==> config.mk <==
export PLATFORM = sky130hd
export DESIGN_NAME = ept_resp_buf
export DESIGN_NICKNAME = d
export VERILOG_FILES = /design/src/hw/rtl/ept_pkg.sv /design/src/hw/rtl/ept_resp_buf.sv
export SDC_FILE = /design/constraint.sdc
export NUM_CORES = 1
export LEC_CHECK = 0
export ABC_CLOCK_PERIOD_IN_PS = 2550
export BUFFER_PORTS_ARGS = -buffer_cell sky130_fd_sc_hd__buf_2
export CORE_MARGIN = 2
export CORE_UTILIZATION = 44
export DETAILED_ROUTE_END_ITERATION = 10
export PLACE_DENSITY = 0.84
export SYNTH_ARGS = -nofsm -noshare
export SYNTH_HDL_FRONTEND = slang
export SYNTH_SLANG_ARGS = --single-unit
==> constraint.sdc <==
create_clock -name clk -period 2.55 [get_ports clk]
set_input_delay 0.255 -clock clk [delete_from_list [all_inputs] [get_ports clk]]
set_output_delay 0.255 -clock clk [all_outputs]
set_load 0.01 [all_outputs]
==> src/hw/rtl/ept_pkg.sv <==
// ----------------------------------------------------------------------------
// EPT map and walk unit: package
// Sizes, codes, payload types and the level index helper.
// ----------------------------------------------------------------------------
`default_nettype none

package ept_pkg;

    // Table geometry
    localparam int TABLE_PAGES   = 16;
    localparam int LEVELS        = 4;
    localparam int INDEX_BITS    = 9;
    localparam int PAGE_BITS     = $clog2(TABLE_PAGES);
    localparam int SLOT_BITS     = PAGE_BITS + INDEX_BITS;
    localparam int STORE_DEPTH   = TABLE_PAGES << INDEX_BITS;
    localparam int NFP_BITS      = PAGE_BITS + 1;

    // Field widths
    localparam int FRAME_BITS    = 36;
    localparam int ENTRY_BITS    = 64;
    localparam int LEVEL_BITS    = 3;
    localparam int SLOT_OUT_BITS = 13;
    localparam int FRAME_SHIFT   = 12;
    localparam int PTR_BITS      = ENTRY_BITS - FRAME_SHIFT;
    localparam int LARGE_BIT     = 7;

    localparam logic [FRAME_BITS-1:0] BASE_RESET  = FRAME_BITS'(256);
    localparam logic [ENTRY_BITS-1:0] RWX_MASK    = ENTRY_BITS'(7);
    localparam logic [ENTRY_BITS-1:0] MEM_TYPE_WB = ENTRY_BITS'(8'h30);

    // Operation codes
    localparam logic [1:0] OP_MAP     = 2'd0;
    localparam logic [1:0] OP_LOOKUP  = 2'd1;
    localparam logic [1:0] OP_PROTECT = 2'd2;

    // Status codes
    localparam logic [1:0] STAT_OK      = 2'd0;
    localparam logic [1:0] STAT_NO_PAGE = 2'd1;
    localparam logic [1:0] STAT_OUTSIDE = 2'd2;

    typedef struct packed {
        logic [1:0]            opcode;
        logic [FRAME_BITS-1:0] page_number;
        logic                  allow_read;
        logic                  allow_write;
        logic                  allow_exec;
    } ept_in_t;

    typedef struct packed {
        logic [1:0]               status;
        logic [ENTRY_BITS-1:0]    entry_value;
        logic [LEVEL_BITS-1:0]    entry_level;
        logic [SLOT_OUT_BITS-1:0] entry_slot;
    } ept_out_t;

    // Table store port request from the walker
    typedef struct packed {
        logic                  we;
        logic [SLOT_BITS-1:0]  waddr;
        logic [ENTRY_BITS-1:0] wdata;
        logic                  re;
        logic [SLOT_BITS-1:0]  raddr;
    } ept_mem_req_t;

    typedef enum logic [1:0] {
        ST_CLEAR,
        ST_IDLE,
        ST_WALK,
        ST_RESP
    } ept_state_t;

    // Index of a frame number within the table at the given level (1 = leaf)
    function automatic logic [INDEX_BITS-1:0] level_index(
        input logic [FRAME_BITS-1:0] pfn,
        input logic [LEVEL_BITS-1:0] level
    );
        logic [FRAME_BITS-1:0] shifted;
        shifted = pfn >> (INDEX_BITS * (int'(level) - 1));
        return shifted[INDEX_BITS-1:0];
    endfunction

endpackage

`default_nettype wire

==> src/hw/rtl/ept_resp_buf.sv <==
// ----------------------------------------------------------------------------
// EPT response buffer
// Output register that decouples the walker from the result consumer.
// ----------------------------------------------------------------------------
`default_nettype none

module ept_resp_buf (
    input  wire logic               clk,
    input  wire logic               rst_n,
    input  wire logic               res_valid,
    output logic                    res_ready,
    input  wire ept_pkg::ept_out_t  res_data,
    output logic                    out_valid,
    input  wire logic               out_ready,
    output ept_pkg::ept_out_t       out_data
);

    logic              out_valid_reg, out_valid_next;
    ept_pkg::ept_out_t out_data_reg;
    logic              load;

    // Accept a new result when empty or when the held one leaves this cycle
    assign res_ready      = !out_valid_reg || out_ready;
    assign load           = res_valid && res_ready;
    assign out_valid_next = load || (out_valid_reg && !out_ready);

    always_ff @(posedge clk or negedge rst_n)
    begin
        if (!rst_n)
        begin
            out_valid_reg <= 1'b0;
        end
        else
        begin
            out_valid_reg <= out_valid_next;
        end
    end

    always_ff @(posedge clk)
    begin
        if (load)
        begin
            out_data_reg <= res_data;
        end
    end

    assign out_valid = out_valid_reg;
    assign out_data  = out_data_reg;

endmodule

`default_nettype wire

## Yosys cells after proc, flatten, opt, wreduce, memory -nomap -nowiden

Cells that the tools add are included.

| storage, ports and cells | value |
|---|---|
| register bits after elaboration | 83 |
| input port bits | 86 |
| output and inout port bits | 84 |
| logic and storage cells | 11 |

| operators by class | value |
|---|---|
| reduce and logical (&&, ||, !) cells | 6 |

Operators by type and width:

| cell | number |
|---|---|
| 1-bit logical AND | 2 |
| 1-bit logical NOT | 2 |
| 1-bit logical OR | 2 |

## Depth between registers and ports, before layout

Gate-level depths: netlist (run 1).

| depth | value |
|---|---|
| depth in word-level cells | 4 |
| gate-level depth with buffers | 2 |
| depth with buffers taken out | 2 |

## Worst setup path after synthesis (run 1)

No wires, ideal clock.

| timing path | value |
|---|---|
| path type | reg-to-reg |
| start | register out_valid_reg (netlist: out_valid) |
| end | register out_data_reg (netlist bit out_data[0]) (enable) |
| arrival time | 1.197 ns |
| data required time | 2.167 ns |
| slack | 0.970 ns |
| stages on the path, launching flop included | 3 |
| cell sequence | dfrtp_1 nand2b_4 and2_4 |

| on the way | value |
|---|---|
| cells in the longest elaborated chain, start to end | 3 |

RTL lines:

| what | RTL line | RTL |
|---|---|---|
| start: declaration | ept_resp_buf.sv:18 | `logic out_valid_reg, out_valid_next;` |
| start signal: assignment | ept_resp_buf.sv:35 | `out_valid_reg <= out_valid_next;` |
| 1-bit logical NOT | ept_resp_buf.sv:23 | `assign res_ready = !out_valid_reg \|\| out_ready;` |
| 1-bit logical OR | ept_resp_buf.sv:23 |  |
| via res_ready | ept_resp_buf.sv:11 | `output logic res_ready,` |
| 1-bit logical AND | ept_resp_buf.sv:24 | `assign load = res_valid && res_ready;` |
| via load | ept_resp_buf.sv:20 | `logic load;` |
| end signal: assignment | ept_resp_buf.sv:43 | `out_data_reg <= res_data;` |
| end: declaration | ept_resp_buf.sv:19 | `ept_pkg::ept_out_t out_data_reg;` |

The timed path passes the listed nets, and every way through them passes these cells.
A chain may end at the register's enable or synchronous reset.

## Worst setup path in the final report (run 1)

| timing path | value |
|---|---|
| start | register out_valid_reg (netlist: out_valid) |
| end | register out_data_reg (netlist bit out_data[22]) (enable) |

| on the way | value |
|---|---|
| cells in the longest elaborated chain, start to end | 3 |

RTL lines:

| what | RTL line |
|---|---|
| 1-bit logical NOT | ept_resp_buf.sv:23 |
| 1-bit logical OR | ept_resp_buf.sv:23 |
| 1-bit logical AND | ept_resp_buf.sv:24 |
| via load | ept_resp_buf.sv:20 |

The timed path passes the listed nets, and every way through them passes these cells.

==> impl_metrics.json, run 1 <==
{
  "ant_nets": 0,
  "dr.first_iter.drc_count": 40,
  "yosysSeqAreaShare_pct": 98.9,
  "fmax_mhz": 638,
  "fin_skew_ns": 0.00746,
  "postCtsSetupBuffers": 0,
  "cts_num_sinks": 83,
  "area_delta_synth_final_pct": 48.5,
  "start_kind": "flip-flop",
  "grt_pass1_wl_um": 6850,
  "io_pins": 170,
  "die-area_mm2": 0.00634,
  "vias_per_cell": 4.34,
  "multi_input_area_um2": 28.8,
  "largest_register_ffs": 82,
  "cap_violations": 0,
  "grt_max_degree": 51,
  "initial_core_util_pct": 45.7,
  "postSynthCellCount": 86,
  "ctsResizeCount": 0,
  "die_x_um": 79.6,
  "wl_per_cell_um": 14.6,
  "final_area_mm2": 0.00374,
  "setup_violations": 0,
  "wl_um": 5050,
  "ys_types": 5,
  "rsz0062_at_grt": "no",
  "clock_latency_ns": 0.34,
  "synth.area.top_cells": "edfxtp_1 (98%), dfrtp_1 (0.99%), nand2b_4 (0.55%), and2_4 (0.35%), nand2b_1 (0.25%)",
  "numCtsBuffers": 9,
  "tightest_slew_ns": 0.439,
  "ys_warn_count": 0,
  "leakagePower_nw": 1.61,
  "final_nets": 354,
  "synth_seq_cells": 83,
  "seq_area_mm2": 0.00249,
  "synth_area_mm2": 0.00252,
  "portBuffers": 169,
  "synth_nets": 172,
  "synth_top_area_cell": "edfxtp_1",
  "drc": 0,
  "grtUsageTotal_pct": 15.5,
  "status": "finished, final reports clean",
  "fin_setup_tns_ns": 0,
  "critical_path_required_ns": 2.57,
  "path_clk_slew_ns": 0.08,
  "gr-total-overflow": 0,
  "clockBufferDepth": 2,
  "cp-end-kind": "flip-flop",
  "path_max_fanout": 50,
  "num_rows": 27,
  "num_antenna_cells": 0,
  "worst_ep_arrival_time_ns": 1.59,
  "period_share_pct": 61.5,
  "critPathKind": "flip-flop to flip-flop",
  "antenna_found_initial": 0,
  "instances_no_fill": 345,
  "grt_pass1_vias": 1552,
  "hold_path.class": "input pin to flip-flop",
  "dr.pass1.iters": 4,
  "die_h_um": 79.6,
  "nFillCells": 378,
  "cts_hold_buf": 1,
  "vdd.ir_drop.worst_uv": 479,
  "synth_top_area_share_pct": 97.9,
  "synth.avg_cell_area_um2": 29.3,
  "routabilityCongestion": 0.753,
  "fin_crit_ns": 1.57,
  "clockRootBuffer": "clkbuf_8",
  "vias": 1499,
  "core_mm2": 0.00551,
  "dpl.cell_count": 328,
  "maxSlewHeadroom_pct": 70.7,
  "layout-drive-gt1-share_pct": 67.8,
  "hold_violations": 0,
  "cts_tree": "yes",
  "finalMaxSlewViolations": 0,
  "htree_levels": 3,
  "p_per_area_mw_per_mm2": 799,
  "place_area_mm2": 0.00347
}
==> cell families (layout without fill, tap and decap cells) <==
kind of cell | after synthesis | in the layout | synth area share [%]
buf+inv | 0 | 187 | 0
simple gates | 3 | 3 | 1.14
flops | 83 | 83 | 98.9
==> cell type report <==
cell class / count / share of cell area, %
clock buffer: 10 / 3.41
clock inverter: 6 / 3.41
multi-input combinational: 3 / 0.770
sequential: 83 / 66.6
tap: 72 / 2.41
timing repair buffer: 171 / 23.4
==> metrics by stage <==
stage	setup slack, ns	power (mW)	hold WS, ns	utilization (%)
2_1_floorplan	0.970	1.71	-0.0406	-
3_3_place_gp	1.02	1.84	0.0350	63.1
3_5_place_dp	0.983	1.85	0.0342	63.1
4_1_cts	0.971	3.02	0.0671	67.9
5_1_grt	0.888	3.07	0.0705	67.9
6_report	0.982	2.98	0.0837	67.9
==> where the power goes <==
group | internal, mW | switching, mW
clock | 0.743 | 0.423
combinational | 0.0991 | 0.115
sequential | 1.59 | 0.0163
==> placed cells by master, fill, tap and decap left out, drive strengths merged <==
master       synthesis  layout
clkbuf               0      10
and2                 1       1
clkinv               0       2
dfrtp                1       1
dlygate4sd3          0       1
bufinv               0       4
edfxtp              82      82
nand2b               2       2
buf                  0     170
==> per-layer routing <==
metal	vias to the layer above	share of wire (%)	GRT usage, %
li1	710	-	-
met1	662	36	15.4
met2	120	48	26.1
met3	7	15	6.90
met4	0	1.5	9.83
met5	-	0	0
==> path summary, 6_finish.rpt <==
check                                    startpoint                     end  slack, ns  depth (start not counted)
worst max-delay path            out_valid$_DFF_PN0_  out_data[22]$_DFFE_PP_       0.98                          3
worst min-delay path                   res_data[66]  out_data[66]$_DFFE_PP_       0.08                          1
worst max register to register  out_valid$_DFF_PN0_  out_data[22]$_DFFE_PP_       0.98                          3
worst min register to register  out_valid$_DFF_PN0_     out_valid$_DFF_PN0_       0.54                          2
max in group asynchronous                     rst_n     out_valid$_DFF_PN0_       2.21                          2
min in group asynchronous                     rst_n     out_valid$_DFF_PN0_       0.25                          2
==> Yosys cell counts (all sizes together) <==
cell type	n
nand2b	2
dfrtp	1
edfxtp	82
and2	1
==> worst max-delay path, stage by stage (launching register included) <==
cell	delay [ns]
dfrtp_1	0.41
nand2b_4	0.08
and2_4	0.42
buf_12	0.31
Note: power is estimated with default switching activity, not from simulation.
==> run 2: changes to the inputs <==
ABC_CLOCK_PERIOD_IN_PS = 1400   (was 2550)
CORE_UTILIZATION = 37   (was 44)
PLACE_DENSITY = 0.75   (was 0.84)
clock period = 1.4 ns   (was 2.55 ns; I/O delays follow)
==> run 2 against run 1 <==
Effect of this change:
- largest cell class unchanged
- non-clock buffer count up 84
- global-route usage up 3.8 points
- sequential power up 83%
- register-to-register slack worse by 0.84 ns
- sequential share of layout area down 11 points
- count of clock-buffer cells in the layout unchanged
- wire length up 39%
- utilization down 0.47 points
- critical path depth unchanged
- maximum frequency up 25%
==> impl_metrics.json, run 2 (synthesized netlist as in run 1, its figures left out) <==
{
  "path_cells": "nand2b_4, and2_4, buf_12",
  "grt_max_degree": 43,
  "gr-total-overflow": 0,
  "vias_per_cell": 4.31,
  "portBuffers": 169,
  "tightest_slew_ns": 0.229,
  "cap_violations": 0,
  "crit_family": "flip-flops",
  "final_nets": 438,
  "ctsResizeCount": 0,
  "clockBufferDepth": 2,
  "numCtsBuffers": 9,
  "leakagePower_nw": 1.92,
  "status": "finished, final reports clean",
  "vias": 1882,
  "wl_um": 7010,
  "period_share_pct": 89.6,
  "comb_power_share_pct": 12.0,
  "cp-end-kind": "flip-flop",
  "hold_ws_ns": 0.0843,
  "fmax_mhz": 797,
  "final_common_cell": "buf_2",
  "drc": 0,
  "intPower_mw": 3.86,
  "layout_common_cells": "buf_2 (169), dlygate4sd3_1 (84), edfxtp_1 (82)",
  "finalWorstSetupSlack_ns": 0.145,
  "critPathSlowestCell": "dfrtp_1",
  "path_max_fanout": 42,
  "die_x_um": 86.5,
  "instances_no_fill": 437,
  "grt_pass1_wl_um": 10400,
  "worst_ep_arrival_time_ns": 1.28,
  "dr.first_iter.drc_count": 71,
  "antenna_found_initial": 0,
  "power.share.clock_pct": 29.0,
  "critical_path_required_ns": 1.43,
  "switching_share_pct": 22.2,
  "dp_hpwl_um": 3900,
  "place_area_mm2": 0.00350,
  "grt_pass1_vias": 2093,
  "worst-path-buf-inv": 1,
  "num_rows": 30,
  "grtUsageTotal_pct": 19.3,
  "core_mm2": 0.00668,
  "p_per_area_mw_per_mm2": 1100,
  "vdd.ir_drop.worst_uv": 621,
  "clock_latency_ns": 0.34,
  "htree_levels": 3,
  "dpl.cell_count": 337,
  "layout-drive-gt1-share_pct": 52.1,
  "maxSlewHeadroom_pct": 84.8,
  "ant_nets": 0,
  "p_sw_mw": 1.10,
  "routabilityCongestion": 0.663,
  "cts_tree": "yes",
  "die-area_mm2": 0.00748,
  "fin_crit_ns": 1.26,
  "area_delta_synth_final_pct": 79.0,
  "finalMaxSlewViolations": 0,
  "wl_per_cell_um": 16.0,
  "die_h_um": 86.5,
  "rsz0062_at_grt": "no",
  "cts_num_sinks": 83,
  "fin_setup_tns_ns": 0,
  "largest_register_ffs": 82,
  "initial_core_util_pct": 37.7,
  "start_kind": "flip-flop",
  "path_clk_slew_ns": 0.07,
  "fin_skew_ns": 0.0101,
  "slowest_delay_ns": 0.42,
  "hold_path.class": "input pin to flip-flop",
  "dr.pass1.iters": 4,
  "hold_violations": 0,
  "reg2reg_slack_ns": 0.14,
  "seq_power_share_pct": 59.0,
  "postCtsSetupBuffers": 0,
  "critPathKind": "flip-flop to flip-flop",
  "clockRootBuffer": "clkbuf_8",
  "setup_violations": 0,
  "io_pins": 170,
  "final_area_mm2": 0.00450,
  "post-place-ws_ns": 0.182,
  "num_antenna_cells": 0
}
==> run 2: final timing paths <==
kind	startpoint	end	cells after the start
min	out_ready	out_valid$_DFF_PN0_	3
max in group asynchronous	rst_n	out_valid$_DFF_PN0_	2
max reg2reg	out_valid$_DFF_PN0_	out_data[10]$_DFFE_PP_	3
min reg2reg	out_valid$_DFF_PN0_	out_valid$_DFF_PN0_	2
min in group asynchronous	rst_n	out_valid$_DFF_PN0_	2
max	out_valid$_DFF_PN0_	out_data[10]$_DFFE_PP_	3
==> run 2: layer usage <==
| metal | GRT usage [%] | vias to the layer above | wire length (µm) |
|---|---|---|---|
| li1 | - | 877 | - |
| met1 | 19.0 | 878 | 2440 |
| met2 | 35.5 | 109 | 3840 |
| met3 | 6.29 | 18 | 533 |
| met4 | 10.2 | 0 | 192 |
| met5 | 0 | - | 0 |
==> run 2: repair_timing <==
action,in CTS,in global routing
setup endpoints to repair,0,0
hold endpoints to repair,84,0
hold buffers,84,0
==> run 2: metrics by stage <==
stage / util (%) / power [mW]
after global routing: 67.4 / 5.19
after detailed placement: 52.4 / 3.39
after CTS: 67.4 / 4.98
after floorplan: - / 3.11
final: 67.4 / 4.96
after global placement: 52.4 / 3.37
==> run 2: final cells by class <==
class                           count  area, µm²
Clock inverter                      6       32.5
Sequential cell                    83       2490
Tap cell                           80        100
Multi-Input combinational cell      3       28.8
Timing Repair Buffer              255       1730
Fill cell                         480       2180
Clock buffer                       10        128
==> run 2: power by group through the flow <==
stage / clock, mW / sequential [mW] / combinational [mW]
after CTS: 1.47 / 2.93 / 0.586
after global placement: 0 / 2.98 / 0.395
after floorplan: 0 / 3.06 / 0.0519
final: 1.44 / 2.93 / 0.597
after detailed placement: 0 / 2.98 / 0.405
after global routing: 1.61 / 2.94 / 0.640
==> run 2: worst min-delay path, delay by kind of cell <==
| kind | cells | cell delay (ns) |
|---|---|---|
| and+or+nand+nor | 2 | 0.16 |
| buffers and inverters | 1 | 0.07 |
==> run 3: changes to the inputs <==
--- a/config.mk
+++ b/config.mk
@@ -9,2 +9,3 @@
 export BUFFER_PORTS_ARGS = -buffer_cell sky130_fd_sc_hd__buf_2
+export CORE_ASPECT_RATIO = 1.2
 export CORE_MARGIN = 2
@@ -13,2 +14,3 @@
 export PLACE_DENSITY = 0.75
+export SETUP_SLACK_MARGIN = 0.3
 export SYNTH_ARGS = -nofsm -noshare
--- a/constraint.sdc
+++ b/constraint.sdc
@@ -3,2 +3,2 @@
 set_output_delay 0.14 -clock clk [all_outputs]
-set_load 0.01 [all_outputs]
+set_load 0.1 [all_outputs]
==> run 3 against run 2 <==
Effect of this change:
- critical path depth is the same
- via count grew 4.6%
- combinational power grew to 2.9 times the previous value
- hold slack gained 0.0026 ns
- critical path type unchanged
- critical endpoint is now out_data[44]$_DFFE_PP_
- highest routed layer unchanged
==> impl_metrics.json, run 3 (synthesized netlist as in run 1, its figures left out) <==
{
  "status": "finished, final reports clean",
  "worst-path-buf-inv": 1,
  "finalMaxSlewViolations": 0,
  "wl_per_cell_um": 18.1,
  "core_mm2": 0.00653,
  "hold_path.class": "input pin to asynchronous set/reset pin",
  "clockBufferDepth": 2,
  "final_nets": 450,
  "vdd.ir_drop.worst_uv": 1200,
  "ant_nets": 0,
  "power.share.clock_pct": 28.1,
  "final_area_mm2": 0.00533,
  "num_rows": 32,
  "start_kind": "flip-flop",
  "setup_violations": 0,
  "path_cells": "nand2b_4, and2_4, clkbuf_16",
  "cts_num_sinks": 83,
  "gr-total-overflow": 0,
  "p_per_area_mw_per_mm2": 1230,
  "grt_max_degree": 48,
  "path_clk_slew_ns": 0.08,
  "crit_family": "flip-flops",
  "drt-met1-wl_um": 2450,
  "critical_path_required_ns": 1.47,
  "fin_util_pct": 81.7,
  "worst_ep_arrival_time_ns": 1.43,
  "antenna_found_initial": 0,
  "layout-drive-gt1-share_pct": 54.5,
  "io_pins": 170,
  "intPower_mw": 4.48,
  "htree_levels": 3,
  "initial_core_util_pct": 38.6,
  "final_common_cell": "buf_2",
  "grt_pass1_vias": 2109,
  "reg2reg_slack_ns": 0.04,
  "largest_register_ffs": 82,
  "maxSlewHeadroom_pct": 85.8,
  "routabilityCongestion": 0.770,
  "portBuffers": 169,
  "tightest_slew_ns": 0.214,
  "critPathSlowestCell": "dfrtp_4",
  "period_share_pct": 97.3,
  "instances_no_fill": 455,
  "die-area_mm2": 0.00748,
  "die_x_um": 79.3,
  "wl_met3_um": 378,
  "area_delta_synth_final_pct": 112,
  "leakagePower_nw": 2.24,
  "wl_met2_um": 5140,
  "cp-end-kind": "flip-flop",
  "grt_pass1_wl_um": 10500,
  "hold_violations": 0,
  "hold_ws_ns": 0.0870,
  "seq_power_share_pct": 45.2,
  "cts_tree": "yes",
  "vias": 1969,
  "fin_crit_ns": 1.36,
  "rsz0062_at_grt": "yes",
  "switching_share_pct": 31.7,
  "cap_violations": 0,
  "die_h_um": 94.3,
  "dr.first_iter.drc_count": 70,
  "dpl.cell_count": 342,
  "power_mw": 6.56,
  "clock_latency_ns": 0.34,
  "fin_skew_ns": 0.00875,
  "clockRootBuffer": "clkbuf_8",
  "dr.pass1.iters": 4,
  "critPathKind": "flip-flop to flip-flop",
  "slowest_delay_ns": 0.51,
  "wl_um": 8250,
  "layout_common_cells": "buf_2 (85), dlygate4sd3_1 (84), edfxtp_1 (82)",
  "numCtsBuffers": 9,
  "place_area_mm2": 0.00353,
  "highest_layer": "met4",
  "fmax_mhz": 734,
  "drc": 0,
  "p_sw_mw": 2.08,
  "grtUsageTotal_pct": 20.2,
  "path_max_fanout": 12,
  "comb_power_share_pct": 26.7,
  "vias_per_cell": 4.33
}
run 3: stage by stage:
step / setup TNS, ns / setup WS [ns]
detailed placement: 0 / 0.0730
floorplan: -53.84 / -0.657
CTS: 0 / 0.0561
finish: 0 / 0.0377
global route: 0 / 0.0242
global placement: 0 / 0.0940
run 3: what timing repair did:
action | 4_1_cts | 5_1_grt
setup endpoints to repair | 166 | 154
hold buffers | 84 | 0
pin swaps | 0 | 2
cloned | 0 | 9
gates resized for setup | 161 | 14
hold endpoints to repair | 84 | 0
setup buffers | 1 | 2
run 3: cell type report:
type / instances / area [µm²]
timing repair buffer: 266 / 2480
antenna: 1 / 2.50
multi-input combinational: 4 / 37.5
sequential: 83 / 2490
clock inverter: 6 / 90.1
fill: 327 / 1190
tap: 85 / 106
clock buffer: 10 / 128
run 3: per-layer routing:
metal,vias up,track usage (%)
li1,905,-
met1,939,16.1
met2,103,41.6
met3,22,4.59
met4,0,13.5
met5,-,0
run 3: power by group through the flow:
stage	registers, mW	clock network, mW	logic, mW
6_report	2.97	1.85	1.75
5_1_grt	2.98	1.97	1.79
4_1_cts	2.96	1.88	1.63
3_5_place_dp	2.98	0	1.29
3_3_place_gp	2.98	0	1.28
2_1_floorplan	3.93	0	0.0658
run 3: path summary, 6_finish.rpt:
path	start	depth (start not counted)	to
max in group asynchronous	rst_n	2	out_valid$_DFF_PN0_
min in group clk	out_ready	5	out_valid$_DFF_PN0_
min reg2reg	out_valid$_DFF_PN0_	4	out_valid$_DFF_PN0_
min	rst_n	2	out_valid$_DFF_PN0_
max	out_valid$_DFF_PN0_	3	out_data[44]$_DFFE_PP_
max reg2reg	out_valid$_DFF_PN0_	3	out_data[44]$_DFFE_PP_
